### src/hdl/quadratic_root_solver_defines.svh
// assertion macros for the quadratic root solver
// needs clk_i and rst_ni in the scope of each use
`ifndef QUADRATIC_ROOT_SOLVER_DEFINES_SVH
`define QUADRATIC_ROOT_SOLVER_DEFINES_SVH
`ifndef SYNTHESIS
`define QRS_ASSERT(name, prop) \
  name: assert property (@(posedge clk_i) disable iff (!rst_ni) (prop)) \
    else $error("qrs assertion failed");
`define QRS_ASSERT_IMPL(name, ante, cons) \
  name: assert property (@(posedge clk_i) disable iff (!rst_ni) (ante) |-> (cons)) \
    else $error("qrs implication failed");
`else
`define QRS_ASSERT(name, prop)
`define QRS_ASSERT_IMPL(name, ante, cons)
`endif
`endif

### src/hdl/qrs_pkg.sv
// types and widths shared by the quadratic root solver
// no dependencies
package qrs_pkg;

  localparam int unsigned COEF_W    = 24;
  localparam int unsigned ROOT_OUT_W = 32;
  localparam int unsigned DISC_W    = 50;
  localparam int unsigned RAD_W     = 50;
  localparam int unsigned SQ_STEPS  = RAD_W / 2;
  localparam int unsigned ROOT_W    = SQ_STEPS;
  localparam int unsigned SQREM_W   = ROOT_W + 2;
  localparam int unsigned FIX_W     = COEF_W + 1;
  localparam int unsigned NUM_W     = ROOT_W + 2;
  localparam int unsigned MAG_W     = NUM_W - 1;
  localparam int unsigned FRAC_W    = 16;
  localparam int unsigned QD_W      = MAG_W + FRAC_W;
  localparam int unsigned DIV_STEPS = QD_W;
  localparam int unsigned LANES     = 2;

  typedef enum logic [2:0] {
    KIND_NO_ROOT  = 3'd0,
    KIND_ALL_REAL = 3'd1,
    KIND_LINEAR   = 3'd2,
    KIND_NO_REAL  = 3'd3,
    KIND_DOUBLE   = 3'd4,
    KIND_TWO      = 3'd5
  } kind_e;

  typedef struct packed {
    kind_e            kind;
    logic [FIX_W-1:0] nfix;
    logic [FIX_W-1:0] den;
  } sq_meta_t;

  typedef struct packed {
    kind_e            kind;
    logic [LANES-1:0] neg;
  } div_meta_t;

endpackage

### src/hdl/qrs_sqrt.sv
// pipelined floor square root, one result bit per stage
// depends on qrs_pkg
module qrs_sqrt (
  input  logic                        clk_i,
  input  logic                        rst_ni,
  input  logic                        en_i,
  input  logic                        valid_i,
  input  qrs_pkg::sq_meta_t           meta_i,
  input  logic [qrs_pkg::RAD_W-1:0]   rad_i,
  output logic                        valid_o,
  output qrs_pkg::sq_meta_t           meta_o,
  output logic [qrs_pkg::ROOT_W-1:0]  root_o
);

  localparam int unsigned N = qrs_pkg::SQ_STEPS;

  logic                          v_q    [N];
  qrs_pkg::sq_meta_t             meta_q [N];
  logic [qrs_pkg::SQREM_W-1:0]   rem_q  [N];
  logic [qrs_pkg::ROOT_W-1:0]    root_q [N];
  logic [qrs_pkg::RAD_W-1:0]     rad_q  [N];

  for (genvar i = 0; i < N; i++) begin : g_step
    logic                          v_in;
    qrs_pkg::sq_meta_t             m_in;
    logic [qrs_pkg::SQREM_W-1:0]   rem_in;
    logic [qrs_pkg::ROOT_W-1:0]    root_in;
    logic [qrs_pkg::RAD_W-1:0]     rad_in;
    logic [qrs_pkg::SQREM_W:0]     cur, trial;

    if (i == 0) begin : g_first
      assign v_in    = valid_i;
      assign m_in    = meta_i;
      assign rem_in  = '0;
      assign root_in = '0;
      assign rad_in  = rad_i;
    end else begin : g_next
      assign v_in    = v_q[i-1];
      assign m_in    = meta_q[i-1];
      assign rem_in  = rem_q[i-1];
      assign root_in = root_q[i-1];
      assign rad_in  = rad_q[i-1];
    end

    assign cur   = {rem_in[qrs_pkg::SQREM_W-2:0], rad_in[qrs_pkg::RAD_W-1 -: 2]};
    assign trial = {1'b0, root_in, 2'b01};

    always_ff @(posedge clk_i or negedge rst_ni) begin
      if (!rst_ni) begin
        v_q[i] <= 1'b0;
      end else if (en_i) begin
        v_q[i] <= v_in;
      end
    end

    always_ff @(posedge clk_i) begin
      if (en_i) begin
        meta_q[i] <= m_in;
        rad_q[i]  <= {rad_in[qrs_pkg::RAD_W-3:0], 2'b00};
        if (cur >= trial) begin
          rem_q[i]  <= qrs_pkg::SQREM_W'(cur - trial);
          root_q[i] <= {root_in[qrs_pkg::ROOT_W-2:0], 1'b1};
        end else begin
          rem_q[i]  <= qrs_pkg::SQREM_W'(cur);
          root_q[i] <= {root_in[qrs_pkg::ROOT_W-2:0], 1'b0};
        end
      end
    end
  end

  assign valid_o = v_q[N-1];
  assign meta_o  = meta_q[N-1];
  assign root_o  = root_q[N-1];

endmodule

### config.mk
export PLATFORM = sky130hd
export DESIGN_NAME = qrs_sqrt
export DESIGN_NICKNAME = d
export VERILOG_FILES = /design/src/hdl/quadratic_root_solver_defines.svh /design/src/hdl/qrs_pkg.sv /design/src/hdl/qrs_sqrt.sv
export SDC_FILE = /design/constraint.sdc
export NUM_CORES = 2
export LEC_CHECK = 0
export BUFFER_PORTS_ARGS = -buffer_cell sky130_fd_sc_hd__buf_2
export CELL_PAD_IN_SITES_DETAIL_PLACEMENT = 0
export CELL_PAD_IN_SITES_GLOBAL_PLACEMENT = 1
export CORE_UTILIZATION = 30
export DETAILED_ROUTE_END_ITERATION = 10
export GPL_ROUTABILITY_DRIVEN = 0
export PLACE_DENSITY = 0.59
export SLEW_MARGIN = 15
export SYNTH_ARGS = -nofsm -noshare
export SYNTH_HDL_FRONTEND = slang
export SYNTH_SLANG_ARGS = --single-unit
### constraint.sdc
create_clock -name clk_i -period 8.2 [get_ports clk_i]
set_input_delay 1.64 -clock clk_i [delete_from_list [all_inputs] [get_ports clk_i]]
set_output_delay 1.64 -clock clk_i [all_outputs]
set_load 0.02 [all_outputs]
; ---- Word-level counts from Yosys, hierarchy flattened
; Memory sizes are Yosys's and may differ from the RTL's.
; Index checks and enable logic that the tools add are counted.
[word_totals]
output_inout_bits = 79
ram_bits = 3825
mem_count = 4
ff_bits = 25
[mem_list]
columns = memory, depth, word_bits, read_ports, rd_ports_with_merged_regs, wr, line
row1 = meta_q, 25, 53, 25, 0, 25, qrs_sqrt.sv:18  ; qrs_pkg::sq_meta_t meta_q [N];
row2 = rad_q, 25, 48, 24, 0, 25, qrs_sqrt.sv:21  ; logic [qrs_pkg::RAD_W-1:0] rad_q [N];
row3 = rem_q, 25, 27, 24, 0, 25, qrs_sqrt.sv:19  ; logic [qrs_pkg::SQREM_W-1:0] rem_q [N];
row4 = root_q, 25, 25, 25, 0, 25, qrs_sqrt.sv:20  ; logic [qrs_pkg::ROOT_W-1:0] root_q [N];
[classes]
addsub = 25
mux = 202
n_lt_le_gt_ge = 25
bitwise_logic = 50
[ops]
columns = operator, count
row1 = two-way mux 27 bit, 25
row2 = >= comparator 28 x 27 -> 1 bit, 24
row3 = subtractor 27 bit, 24
row4 = two-way mux 25 bit, 25
row5 = two-way mux 1 bit, 152
row6 = OR 1 bit, 50
row7 = "subtractor 2 x 1 -> 3 bit, second input constant", 1
row8 = ">= comparator 2 x 1 -> 1 bit, second input constant", 1

; ---- Depth between registers and ports, before layout
; An unclocked memory read counts as a cell.
[logic_depth]
ltp_word = 6
mapped_depth = 13

; ---- Worst setup path after synthesis
; No wires, ideal clock.
[synth_path]
kind = input -> register
start = input port en_i
end = memory rem_q[2][100] (netlist bit) (enable)
arrival_time_ps = 3940
slack_ps = 3841
stages = 5
path_buffers = 5
setup_time_ps = 419
cell_sequence = clkbuf_1 > clkbuf_1 > clkbuf_1 > clkbuf_1 > clkbuf_1
[synth_rtl]
columns = element, line
row1 = "start, declared", qrs_sqrt.sv:6  ; input logic en_i,
row2 = "end, declared", qrs_sqrt.sv:19

==> key figures <==
Clock network
  • Clock-pin slew on the worst setup and hold paths: 60 ps
  • Clock root buffer: clkbuf_16
  • CTS tree: yes
  • Num CTS Buffers: 319
  • Clock sinks: 2864
  • Later-pin clock latency in the skew report: 900 ps
  • Post-CTS Setup Bufs: 0
  • Hold-fix buffers, CTS: 0
  • H-tree Lvls: 5
  • Clock Path Buffers: 4
  • Post-CTS resize count: 0

Route
  • WL/cell: 15.4 µm
  • Via count: 56000
  • Detailed Routing Iterations Pass 1: 8
  • DRC: 0
  • Post-Route WL: 194 mm
  • Vias per cell: 4.44
  • DRT antenna net count: 0
  • Initial drt markers: 3790

Die
  • CORE AREA: 0.370 mm²
  • Chip height: 613 µm
  • Cell Rows: 223
  • # IOs: 186
  • Die ar.: 0.376 mm²
  • Initial core utilization: 30.2%
  • DIE WIDTH: 613 µm

STA
  • Tmin final: 4550 ps
  • Final Hold Vio Count: 0
  • Worst-Margin Slew: 1300 ps
  • Fmax: 220 MHz
  • Setup_tns: 0 ps
  • Final setup viols: 0
  • Final Slew Violations: 0
  • RSZ-0062 raised after global routing: no
  • Slew margin rel.: 13.7%
  • Worst clock skew: 81.7 ps
  • Final period utilization: 55.5%

Layout
  • Nets@finish: 7861
  • Area Growth Syn to Fin: 15.5%
  • Layout cell share with drive strength beyond 1: 10.5%

Synthesis
  • Post-Syn Instances: 6972
  • Syn Area/Cell: 16.1 µm²
  • Post-synth EDFFs: 2838
  • Asr flop ratio synth: 0.873%
  • Mapped Nets: 7432
  • Synth Cell Area: 0.112 mm²
  • Top FF cell, synth: edfxtp_1
  • Synth unique cells: 83
  • Yosys reg bits: 2864
  • Sequential fraction of the synthesis area: 76.7%
  • Synth warn: 0

Global route
  • Number of global-route vias before repair: 56200
  • Global-route wire length before repair: 305 mm
  • Initial antenna violation count: 10
  • Congestion Overflow GR: 0
  • GRT Resource Usage Total: 10.0%
  • Largest net degree at the start of global routing: 217

Power
  • Pwr Total: 0.0367 W
  • Comb power frac: 12.0%
  • Max IR drop VDD: 0.190 mV
  • Sw Pwr: 0.00911 W
  • Sequential Power Share: 50.5%
  • Pwr/cell area: 284 mW/mm²
  • Clk pwr share: 37.5%
  • Internal cell power: 0.0276 W
  • Net Sw Frac: 24.8%
  • Static Leak: 46.3 nW

Worst setup path
  • FF-to-FF Start: rem_q[2][57]
  • Reg2reg end: rem_q[2][98]
  • Critical path peak fanout: 62
  • Crit path arrival time: 5110 ps
  • Setup slack, reg-to-reg: 3740 ps
  • CP Launch Point: en_i
  • R2R cell count: 10
  • Critical path type: primary input to flip-flop
  • Crit path capture type: flip-flop
  • Crit path required time: 8760 ps
  • Max stage delay on crit path: 690 ps
  • Critical Path Start Type: primary input
  • Slowest stage cell on the critical path: or4b_2
  • Worst path cell trace: buf_12 -> buf_4 -> or4b_2 -> nor3_1 -> and2_1 -> inv_1 -> nor2_1 -> a21oi_1

Run status
  • Status: complete, no violations

Min path
  • Hold_sp: rad_q[1][78]
  • Hold Path Class: flip-flop to flip-flop
  • Hold EP: rad_q[1][128]
  • Worst hold path depth: 0

Placement
  • Final HPWL DP: 126 mm
  • I/O Buffers: 185

Job
  • Max-cap violations: 0
==> metal layers <==
| layer | up-vias | global-route usage (%) | routed length [µm] |
|---|---|---|---|
| met1 | 27200 | 12.0 | 81400 |
| met5 | - | 0 | 0 |
| met3 | 487 | 1.70 | 7590 |
| met2 | 1086 | 17.5 | 96200 |
| met4 | 0 | 4.66 | 8600 |
| li1 | 27200 | - | - |
==> synth_stat cells, drive strengths merged (28+ instances only) <==
library cell,number,area share (%)
a21o,122,0.82
inv,464,1.6
o21ai,315,1.4
or2,28,0.16
nand2b,77,0.43
o21bai,31,0.21
a211oi,44,0.30
nor2b,54,0.30
nand3b,31,0.21
nor2,339,1.1
mux2,67,0.67
ha,353,3.9
nor3,149,0.68
edfxtp,2838,76
o31ai,51,0.35
a21oi,284,1.3
clkbuf,109,0.37
xor2,189,1.5
nand2,393,1.3
or3,47,0.26
o21a,81,0.54
and2,35,0.20
a31oi,30,0.17
and3,28,0.16
nand3,113,0.51
nand4,61,0.34
nor4,76,0.43
xnor2,263,2.1
==> worst max-delay path by stage <==
stage / endpoint / slack, ps
6_report: rem_q[2][98] / 3650
5_1_grt: rem_q[2][89] / 3380
4_1_cts: rem_q[2][83] / 3690
3_5_place_dp: rem_q[2][83] / 2690
3_3_place_gp: rem_q[2][89] / 2740
2_1_floorplan: rem_q[2][100] / 3840
==> state kept, by name, summed over array words and instances (netlist names) <==
signal / count
meta_q: 1325
g_step.v_in: 24
rem_q: 589
rad_q: 600
root_q: 325
valid_o: 1
==> final cells by class <==
| class | count | area (µm²) |
|---|---|---|
| fill | 35000 | 241000 |
| inverter | 466 | 1750 |
| clock buffer | 383 | 8290 |
| clock inverter | 193 | 1860 |
| antenna | 2 | 5.00 |
| multi-input combinational | 3519 | 23900 |
| sequential | 2864 | 85900 |
| tap | 4950 | 6190 |
| timing repair buffer | 231 | 1430 |
==> worst max-delay path, delay by kind of cell <==
| family | cells | cell delay [ps] |
|---|---|---|
| AO/OA/AOI/OAI | 1 | 60 |
| AND/OR/NAND/NOR | 4 | 1820 |
| buffers and inverters | 3 | 1380 |
==> power groups by stage <==
stage          logic, W  registers [W]  clock network (W)
4_1_cts         0.00441         0.0186             0.0144
3_3_place_gp    0.00430         0.0189                  0
2_1_floorplan   0.00324         0.0185                  0
5_1_grt         0.00494         0.0187             0.0149
6_report        0.00440         0.0185             0.0138
3_5_place_dp    0.00439         0.0189                  0
==> cell families (layout without fill, tap and decap cells) <==
logic type	count (synthesis)	count (layout)	synth area share, %
xor+xnor	452	452	3.54
fa+ha+maj	353	353	3.94
simple gates	1516	1516	6.77
mux	88	88	0.861
other cells	0	2	0
compound gates	1110	1110	6.23
flops	2864	2864	76.7
buf+inv	589	1273	1.98
==> layout by cell type (no fill, tap or decap), drive strengths merged, types with 67 or more instances in the layout <==
cell and count:
ha 353, nand2 393, a21o 122, xnor2 263, inv 476, mux2 67, buf 231, o21ai 315
xor2 189, edfxtp 2838, o21a 81, nor4 76, nor3 149, nand2b 77, a21oi 284, clkbuf 383
nor2 339, clkinv 152, nand3 113
==> metrics by stage <==
stage	util, %	std cells	worst slack [ps]	hold WS, ps	area (µm²)
final	34.9	12600	3650	378	129000
after floorplan	-	6972	3840	400	112000
after global placement	32.2	12000	2740	400	119000
after global routing	34.9	12600	3380	378	129000
after detailed placement	32.2	12000	2690	405	119000
after CTS	34.9	12600	3690	372	129000
Note: power is estimated with default switching activity, not from simulation.
