## config.mk

```make
export PLATFORM = sky130hd
export DESIGN_NAME = qrs_front
export DESIGN_NICKNAME = d
export VERILOG_FILES = /design/src/hdl/quadratic_root_solver_defines.svh /design/src/hdl/qrs_pkg.sv /design/src/hdl/qrs_front.sv
export SDC_FILE = /design/constraint.sdc
export NUM_CORES = 2
export LEC_CHECK = 0
export BUFFER_PORTS_ARGS = -buffer_cell sky130_fd_sc_hd__buf_4
export CAP_MARGIN = 0
export CORE_MARGIN = 2
export CORE_UTILIZATION = 37
export DETAILED_ROUTE_END_ITERATION = 6
export PLACE_DENSITY = 0.65
export SYNTH_ARGS = -nofsm -noshare
export SYNTH_HDL_FRONTEND = slang
export SYNTH_SLANG_ARGS = --single-unit
```

## constraint.sdc

```tcl
create_clock -name clk_i -period 3.7 [get_ports clk_i]
set_input_delay 0.74 -clock clk_i [delete_from_list [all_inputs] [get_ports clk_i]]
set_output_delay 0.74 -clock clk_i [all_outputs]
set_load 0.01 [all_outputs]
```

## src/hdl/quadratic_root_solver_defines.svh

```systemverilog
// assertion macros for the quadratic root solver
// needs clk_i and rst_ni in the scope of each use
`ifndef QUADRATIC_ROOT_SOLVER_DEFINES_SVH
`define QUADRATIC_ROOT_SOLVER_DEFINES_SVH
`ifndef SYNTHESIS
`define QRS_ASSERT(name, prop) \
  name: assert property (@(posedge clk_i) disable iff (!rst_ni) (prop)) \
    else $error("qrs assertion failed");
`define QRS_ASSERT_IMPL(name, ante, cons) \
  name: assert property (@(posedge clk_i) disable iff (!rst_ni) (ante) |-> (cons)) \
    else $error("qrs implication failed");
`else
`define QRS_ASSERT(name, prop)
`define QRS_ASSERT_IMPL(name, ante, cons)
`endif
`endif

```

## src/hdl/qrs_pkg.sv

```systemverilog
// types and widths shared by the quadratic root solver
// no dependencies
package qrs_pkg;

  localparam int unsigned COEF_W    = 24;
  localparam int unsigned ROOT_OUT_W = 32;
  localparam int unsigned DISC_W    = 50;
  localparam int unsigned RAD_W     = 50;
  localparam int unsigned SQ_STEPS  = RAD_W / 2;
  localparam int unsigned ROOT_W    = SQ_STEPS;
  localparam int unsigned SQREM_W   = ROOT_W + 2;
  localparam int unsigned FIX_W     = COEF_W + 1;
  localparam int unsigned NUM_W     = ROOT_W + 2;
  localparam int unsigned MAG_W     = NUM_W - 1;
  localparam int unsigned FRAC_W    = 16;
  localparam int unsigned QD_W      = MAG_W + FRAC_W;
  localparam int unsigned DIV_STEPS = QD_W;
  localparam int unsigned LANES     = 2;

  typedef enum logic [2:0] {
    KIND_NO_ROOT  = 3'd0,
    KIND_ALL_REAL = 3'd1,
    KIND_LINEAR   = 3'd2,
    KIND_NO_REAL  = 3'd3,
    KIND_DOUBLE   = 3'd4,
    KIND_TWO      = 3'd5
  } kind_e;

  typedef struct packed {
    kind_e            kind;
    logic [FIX_W-1:0] nfix;
    logic [FIX_W-1:0] den;
  } sq_meta_t;

  typedef struct packed {
    kind_e            kind;
    logic [LANES-1:0] neg;
  } div_meta_t;

endpackage

```

## src/hdl/qrs_front.sv

```systemverilog
// products, discriminant and classification (two stages)
// depends on qrs_pkg
module qrs_front (
  input  logic                         clk_i,
  input  logic                         rst_ni,
  input  logic                         en_i,
  input  logic                         valid_i,
  input  logic signed [qrs_pkg::COEF_W-1:0] coef_a_i,
  input  logic signed [qrs_pkg::COEF_W-1:0] coef_b_i,
  input  logic signed [qrs_pkg::COEF_W-1:0] coef_c_i,
  output logic                         valid_o,
  output qrs_pkg::sq_meta_t            meta_o,
  output logic [qrs_pkg::RAD_W-1:0]    rad_o
);

  logic                                  v1_q, v2_q;
  logic signed [2*qrs_pkg::COEF_W-1:0]   bb_q, ac_q;
  logic signed [qrs_pkg::FIX_W-1:0]      a2_q, b_q, c_q;
  logic                                  az_q, bz_q, cz_q;
  logic signed [qrs_pkg::DISC_W-1:0]     disc;
  qrs_pkg::kind_e                        kind;
  qrs_pkg::sq_meta_t                     meta_d, meta_q;
  logic [qrs_pkg::RAD_W-1:0]             rad_d, rad_q;

  always_ff @(posedge clk_i or negedge rst_ni) begin
    if (!rst_ni) begin
      v1_q <= 1'b0;
      v2_q <= 1'b0;
    end else if (en_i) begin
      v1_q <= valid_i;
      v2_q <= v1_q;
    end
  end

  always_ff @(posedge clk_i) begin
    if (en_i) begin
      bb_q   <= coef_b_i * coef_b_i;
      ac_q   <= coef_a_i * coef_c_i;
      a2_q   <= {coef_a_i, 1'b0};
      b_q    <= qrs_pkg::FIX_W'(coef_b_i);
      c_q    <= qrs_pkg::FIX_W'(coef_c_i);
      az_q   <= (coef_a_i == '0);
      bz_q   <= (coef_b_i == '0);
      cz_q   <= (coef_c_i == '0);
      meta_q <= meta_d;
      rad_q  <= rad_d;
    end
  end

  always_comb begin
    disc = qrs_pkg::DISC_W'(bb_q) - (qrs_pkg::DISC_W'(ac_q) <<< 2);
    if (az_q) begin
      if (bz_q) begin
        kind = cz_q ? qrs_pkg::KIND_ALL_REAL : qrs_pkg::KIND_NO_ROOT;
      end else begin
        kind = qrs_pkg::KIND_LINEAR;
      end
    end else if (disc < 0) begin
      kind = qrs_pkg::KIND_NO_REAL;
    end else if (disc == '0) begin
      kind = qrs_pkg::KIND_DOUBLE;
    end else begin
      kind = qrs_pkg::KIND_TWO;
    end
    meta_d.kind = kind;
    meta_d.nfix = (kind == qrs_pkg::KIND_LINEAR) ? -c_q : -b_q;
    meta_d.den  = (kind == qrs_pkg::KIND_LINEAR) ? b_q : a2_q;
    rad_d       = (kind == qrs_pkg::KIND_TWO) ? qrs_pkg::RAD_W'(disc) : '0;
  end

  assign valid_o = v2_q;
  assign meta_o  = meta_q;
  assign rad_o   = rad_q;

endmodule

```

Yosys cells after proc, flatten, opt, wreduce, memory -nomap -nowiden
Index checks and enable logic that the tools add are counted.
{"block": "word_totals", "regBits": 276, "inputBits": 76, "output_inout_bits": 104, "elab_cells": 34}
{"block": "classes", "n_addsub": 3, "multipliers": 2, "n_lt_le_gt_ge": 1, "eq_ne": 2, "n_mux": 7, "n_reduce_logical": 4}
{"cell": "24-bit by 24-bit multiplier with 48-bit output", "count": 2}
{"cell": "24-bit zero test", "count": 3}
{"cell": "50-bit zero test", "count": 1}
{"cell": "50-bit by 1-bit < comparator with 1-bit output (second input constant)", "count": 1}
{"cell": "25-bit 2-to-1 mux", "count": 2}
{"cell": "24-bit negator with 25-bit output", "count": 2}
{"cell": "48-bit by 50-bit subtractor with 50-bit output", "count": 1}
{"cell": "3-bit 2-to-1 mux", "count": 2}
{"cell": "3-bit by 2-bit equality test with 1-bit output (second input constant)", "count": 1}
{"cell": "3-bit equality test (second input constant)", "count": 1}
{"cell": "1-bit 2-to-1 mux", "count": 2}
{"cell": "2-bit 2-to-1 mux", "count": 1}

Depth between registers and ports, before layout
{"block": "logic_depth", "depth_word": 7, "mapped_depth": 29, "ltp_nobuf": 27}

Worst setup path before layout
OpenSTA, ideal clock, no wires.
{"block": "synth_timing", "kind": "input to register", "start": "input port coef_b_i[20] (netlist name)", "end": "register bb_q[45] (netlist name), data pin", "setup_time_ps": 260, "arrival_time_ps": 7480, "required_time_ps": 3440, "path_slack_ps": -4040, "cell_stages": 28, "path_buffers": 3, "cell_sequence": "clkbuf_1 clkbuf_1 nand2_1 fa_1 inv_1 fa_1 fa_1 inv_1 fa_1 inv_1 fa_1 fa_1 inv_1 fa_1 inv_1 ha_1 clkbuf_1 a21oi_1 o21ai_1 a2111oi_0 o21ai_0 nand4_1 o21ai_1 a31oi_1 o21ai_1 a31o_2 a211oi_1 nor3_1"}
{"block": "synth_via", "elab_chain_len": 1}
{"element": "from (decl)", "line": "qrs_front.sv:9", "rtl": "input logic signed [qrs_pkg::COEF_W-1:0] coef_b_i,"}
{"element": "24-bit by 24-bit multiplier with 48-bit output", "line": "qrs_front.sv:37", "rtl": "bb_q <= coef_b_i * coef_b_i;"}
{"element": "to (signal assigned)", "line": "qrs_front.sv:37"}
{"element": "to (decl)", "line": "qrs_front.sv:17", "rtl": "logic signed [2*qrs_pkg::COEF_W-1:0] bb_q, ac_q;"}
No other way between the ends.
A chain may end at the register's enable or synchronous reset.

Worst setup path in the final report
{"block": "layout_timing", "start": "input port coef_b_i[8] (netlist name)", "end": "register bb_q[44] (netlist name), data pin"}
The elaborated chain is that of the path after synthesis.

==> flow_summary_export.csv <==
group,metric,value,unit
min_path,hold_path_class,"input pin to register",
synthesis,synthAdderAreaFrac,51.8,%
layout,n_antenna_cell,0,
setup_path,worstSetupStartpointType,"input pin",
sta,tightest_slew,805,ps
synthesis,synthFlopType,"edfxtp_1",
synthesis,synthDistinctLibCells,81,
synthesis,synth_compound_area_share,5.55,%
detailed_routing,firstDrtPassIters,7,
die,initial_core_util,37.3,%
sta,clock_skew,29.8,ps
clock_tree,cts.sinks,273,
synthesis,ys_ff_latch,273,
sta,fmax,147,MHz
sta,maxSlewViolCount,0,
synthesis,yosysSeqAreaShare,15.5,%
die,dieHeight,382,um
sta,finalSetupViolations,130,
placement,dp_hpwl,125000,um
detailed_routing,highest_layer,"met5",
layout,seqCellArea,0.00819,sq mm
placement,place_inst,8159,
detailed_routing,ant_nets,0,
sta,final_hold_viol_count,0,
detailed_routing,wl_met2,73000,um
layout,layout-drive-gt1-share,26.9,%
global_route,antenna_found_initial,8,
layout,area_growth,29.1,%
synthesis,synth.avg_cell_area,9.85,sq um
global_route,grt_overflow_total,0,
synthesis,synth-simple-area-share,13.0,%
placement,preCtsSetupSlack,-3870,ps
synthesis,yosysWarnings,0,
clock_tree,cts_buffer_depth,3,
detailed_routing,vias_per_cell,4.82,
layout,fill_cells,12900,
die,ios,180,
global_route,grt_pass1_wl,237000,um
setup_path,cp-end-kind,"register",
synthesis,async_reset_ff_share,0.733,%
sta,setup_ws,-3120,ps
run,maxCapViolCount,0,
synthesis,synth_mux_area_share,0.180,%
synthesis,synth-edff-count,271,
setup_path,path_max_fanout,4,
layout,layout.cells.non_filler,8289,
sta,fin_crit_sh,184,%
sta,fin_crit,6820,ps
detailed_routing,vias,40000,
setup_path,crit_arrival,7160,ps
clock_tree,numCtsBuffers,27,
placement,io_buffers,178,
detailed_routing,dr_wl_met3,7960,um
placement,place.gp.congestion,0.911,
layout,nNetsFinal,7944,
detailed_routing,drtIter0Drc,2627,
layout,final_common_cell,"inv_1",
clock_tree,tritoncts,"yes",
clock_tree,clkTransAtPathRegs,70,ps
setup_path,required,4030,ps
sta,rsz0062_at_grt,"yes",
sta,relSlewSlack,45.8,%
detailed_routing,drt-met1-wl,62400,um
clock_tree,clk_latency,600,ps
layout,mostFrequentLayoutCells,"inv_1, fa_1, buf_4, nand2_1, and2_1",
clock_tree,cts_max_level,1,
layout,final_core_util,48.2,%
die,die_width,382,um
outcome,violations,"DRC, setup timing",
global_route,grt_max_degree,80,
global_route,grt_use_total,20.5,%
die,dieArea,0.146,sq mm
die,core_area,0.142,sq mm
outcome,status,"complete, but fails checks",
detailed_routing,drc,41,
synthesis,netlist_area,0.0529,sq mm
layout,multi_input_area,0.0415,sq mm
die,rows,138,
setup_path,worstSetupPathType,"input pin to register",
synthesis,synthXorXnorAreaFrac,3.16,%
clock_tree,cts_root_buffer,"clkbuf_16",
detailed_routing,routed_wl,147000,um
synthesis,synth_top_family_by_area,"adder cells",
global_route,grt_pass1_vias,44000,
detailed_routing,avgRoutedWirePerCell,17.8,um
synthesis,syn-instance-count,5368,
-- cell families after synthesis --
group | after synthesis
flip-flops | 273
buffers and inverters | 1525
AND/OR/NAND/NOR | 1420
adder cells (fa/ha/maj) | 1490
AO/OA/AOI/OAI | 459
XOR/XNOR | 191
other | 1
multiplexers | 9
-- Yosys cell counts, drive strengths merged (23+ instances only) --
cell type     n  area, sq um
a21oi       146          734
inv        1332         5000
nand2b       27          169
xor2         58          508
nand2       623         2350
and2        379         2370
fa         1164        23300
nor2        173          649
clkbuf      184          691
nand3        23          115
edfxtp      271         8140
ha          326         4080
nor4         29          181
nor2b        39          254
o21ai        99          503
a21o         64          480
nor3         45          225
nand4        23          144
xnor2       133         1160
-- worst paths after layout --
path	endpoint	slack, ps	depth (start not counted)	start
worst max-delay path	bb_q[44]	-3120	28	coef_b_i[8]
worst min-delay path	v1_q	380	2	valid_i
worst max register to register	meta_o[50]	-740	17	bb_q[2]
worst min register to register	valid_o	510	1	v1_q
max in group asynchronous	v1_q	3150	2	rst_ni
min in group asynchronous	valid_o	460	2	rst_ni
-- stage by stage --
step                area (sq um)  hold slack, ps  setup TNS, ps
floorplan                  54700             444        -198280
finish                     68300             384        -196220
CTS                        67100             350        -192050
global route               68300             363        -216960
global placement           64200             486        -262010
detailed placement         64200             502        -267470
-- flip-flops by register name, summed over array words and instances (netlist names) --
name and cells:
a2_q 24, ac_q 48, az_q 1, b_q 23, bb_q 47, bz_q 1, c_q 24, cz_q 1
meta_o 53, rad_o 49, v1_q 1, valid_o 1
-- layout make-up --
| type | count | share of cell area (%) |
|---|---|---|
| repair buffers | 1172 | 15.0 |
| multi-input cells | 3571 | 60.8 |
| clock buffers | 32 | 1.02 |
| inverters | 1333 | 7.35 |
| flip-flops and latches | 273 | 12.0 |
| well taps | 1890 | 3.46 |
| clock inverters | 18 | 0.339 |
-- repair_timing --
action / in CTS / in global routing
setup endpoints to repair: 135 / 135
setup buffers: 71 / 39
cloned: 1 / 2
pin swaps: 240 / 163
endpoints found under the hold margin: 2 / 0
hold buffers: 1 / 0
resized for setup: 344 / 238
-- per-layer routing --
metal,up-vias,global-route usage (%)
li1,18200,-
met1,20500,27.7
met2,1087,35.3
met3,226,2.25
met4,4,4.72
met5,-,0
-- critical path: stages --
cell and delay, ps:
buf_12 110, clkinvlp_4 220, fa_1 580, inv_2 40
fa_1 510, inv_2 40, fa_1 490, inv_2 50
fa_1 500, inv_1 50, fa_1 490, inv_1 50
fa_1 470, inv_1 50, fa_1 490, inv_2 50
ha_4 210, buf_6 120, a21oi_4 110, nor2b_2 70
o31a_1 290, o311ai_4 320, o21ai_2 140, a31oi_1 200
a311oi_2 160, a21oi_2 250, nor3_1 80, a311o_1 270
Power is not shown: default switching activity piles up to over one toggle a cycle in this logic, so the estimate is an artifact.
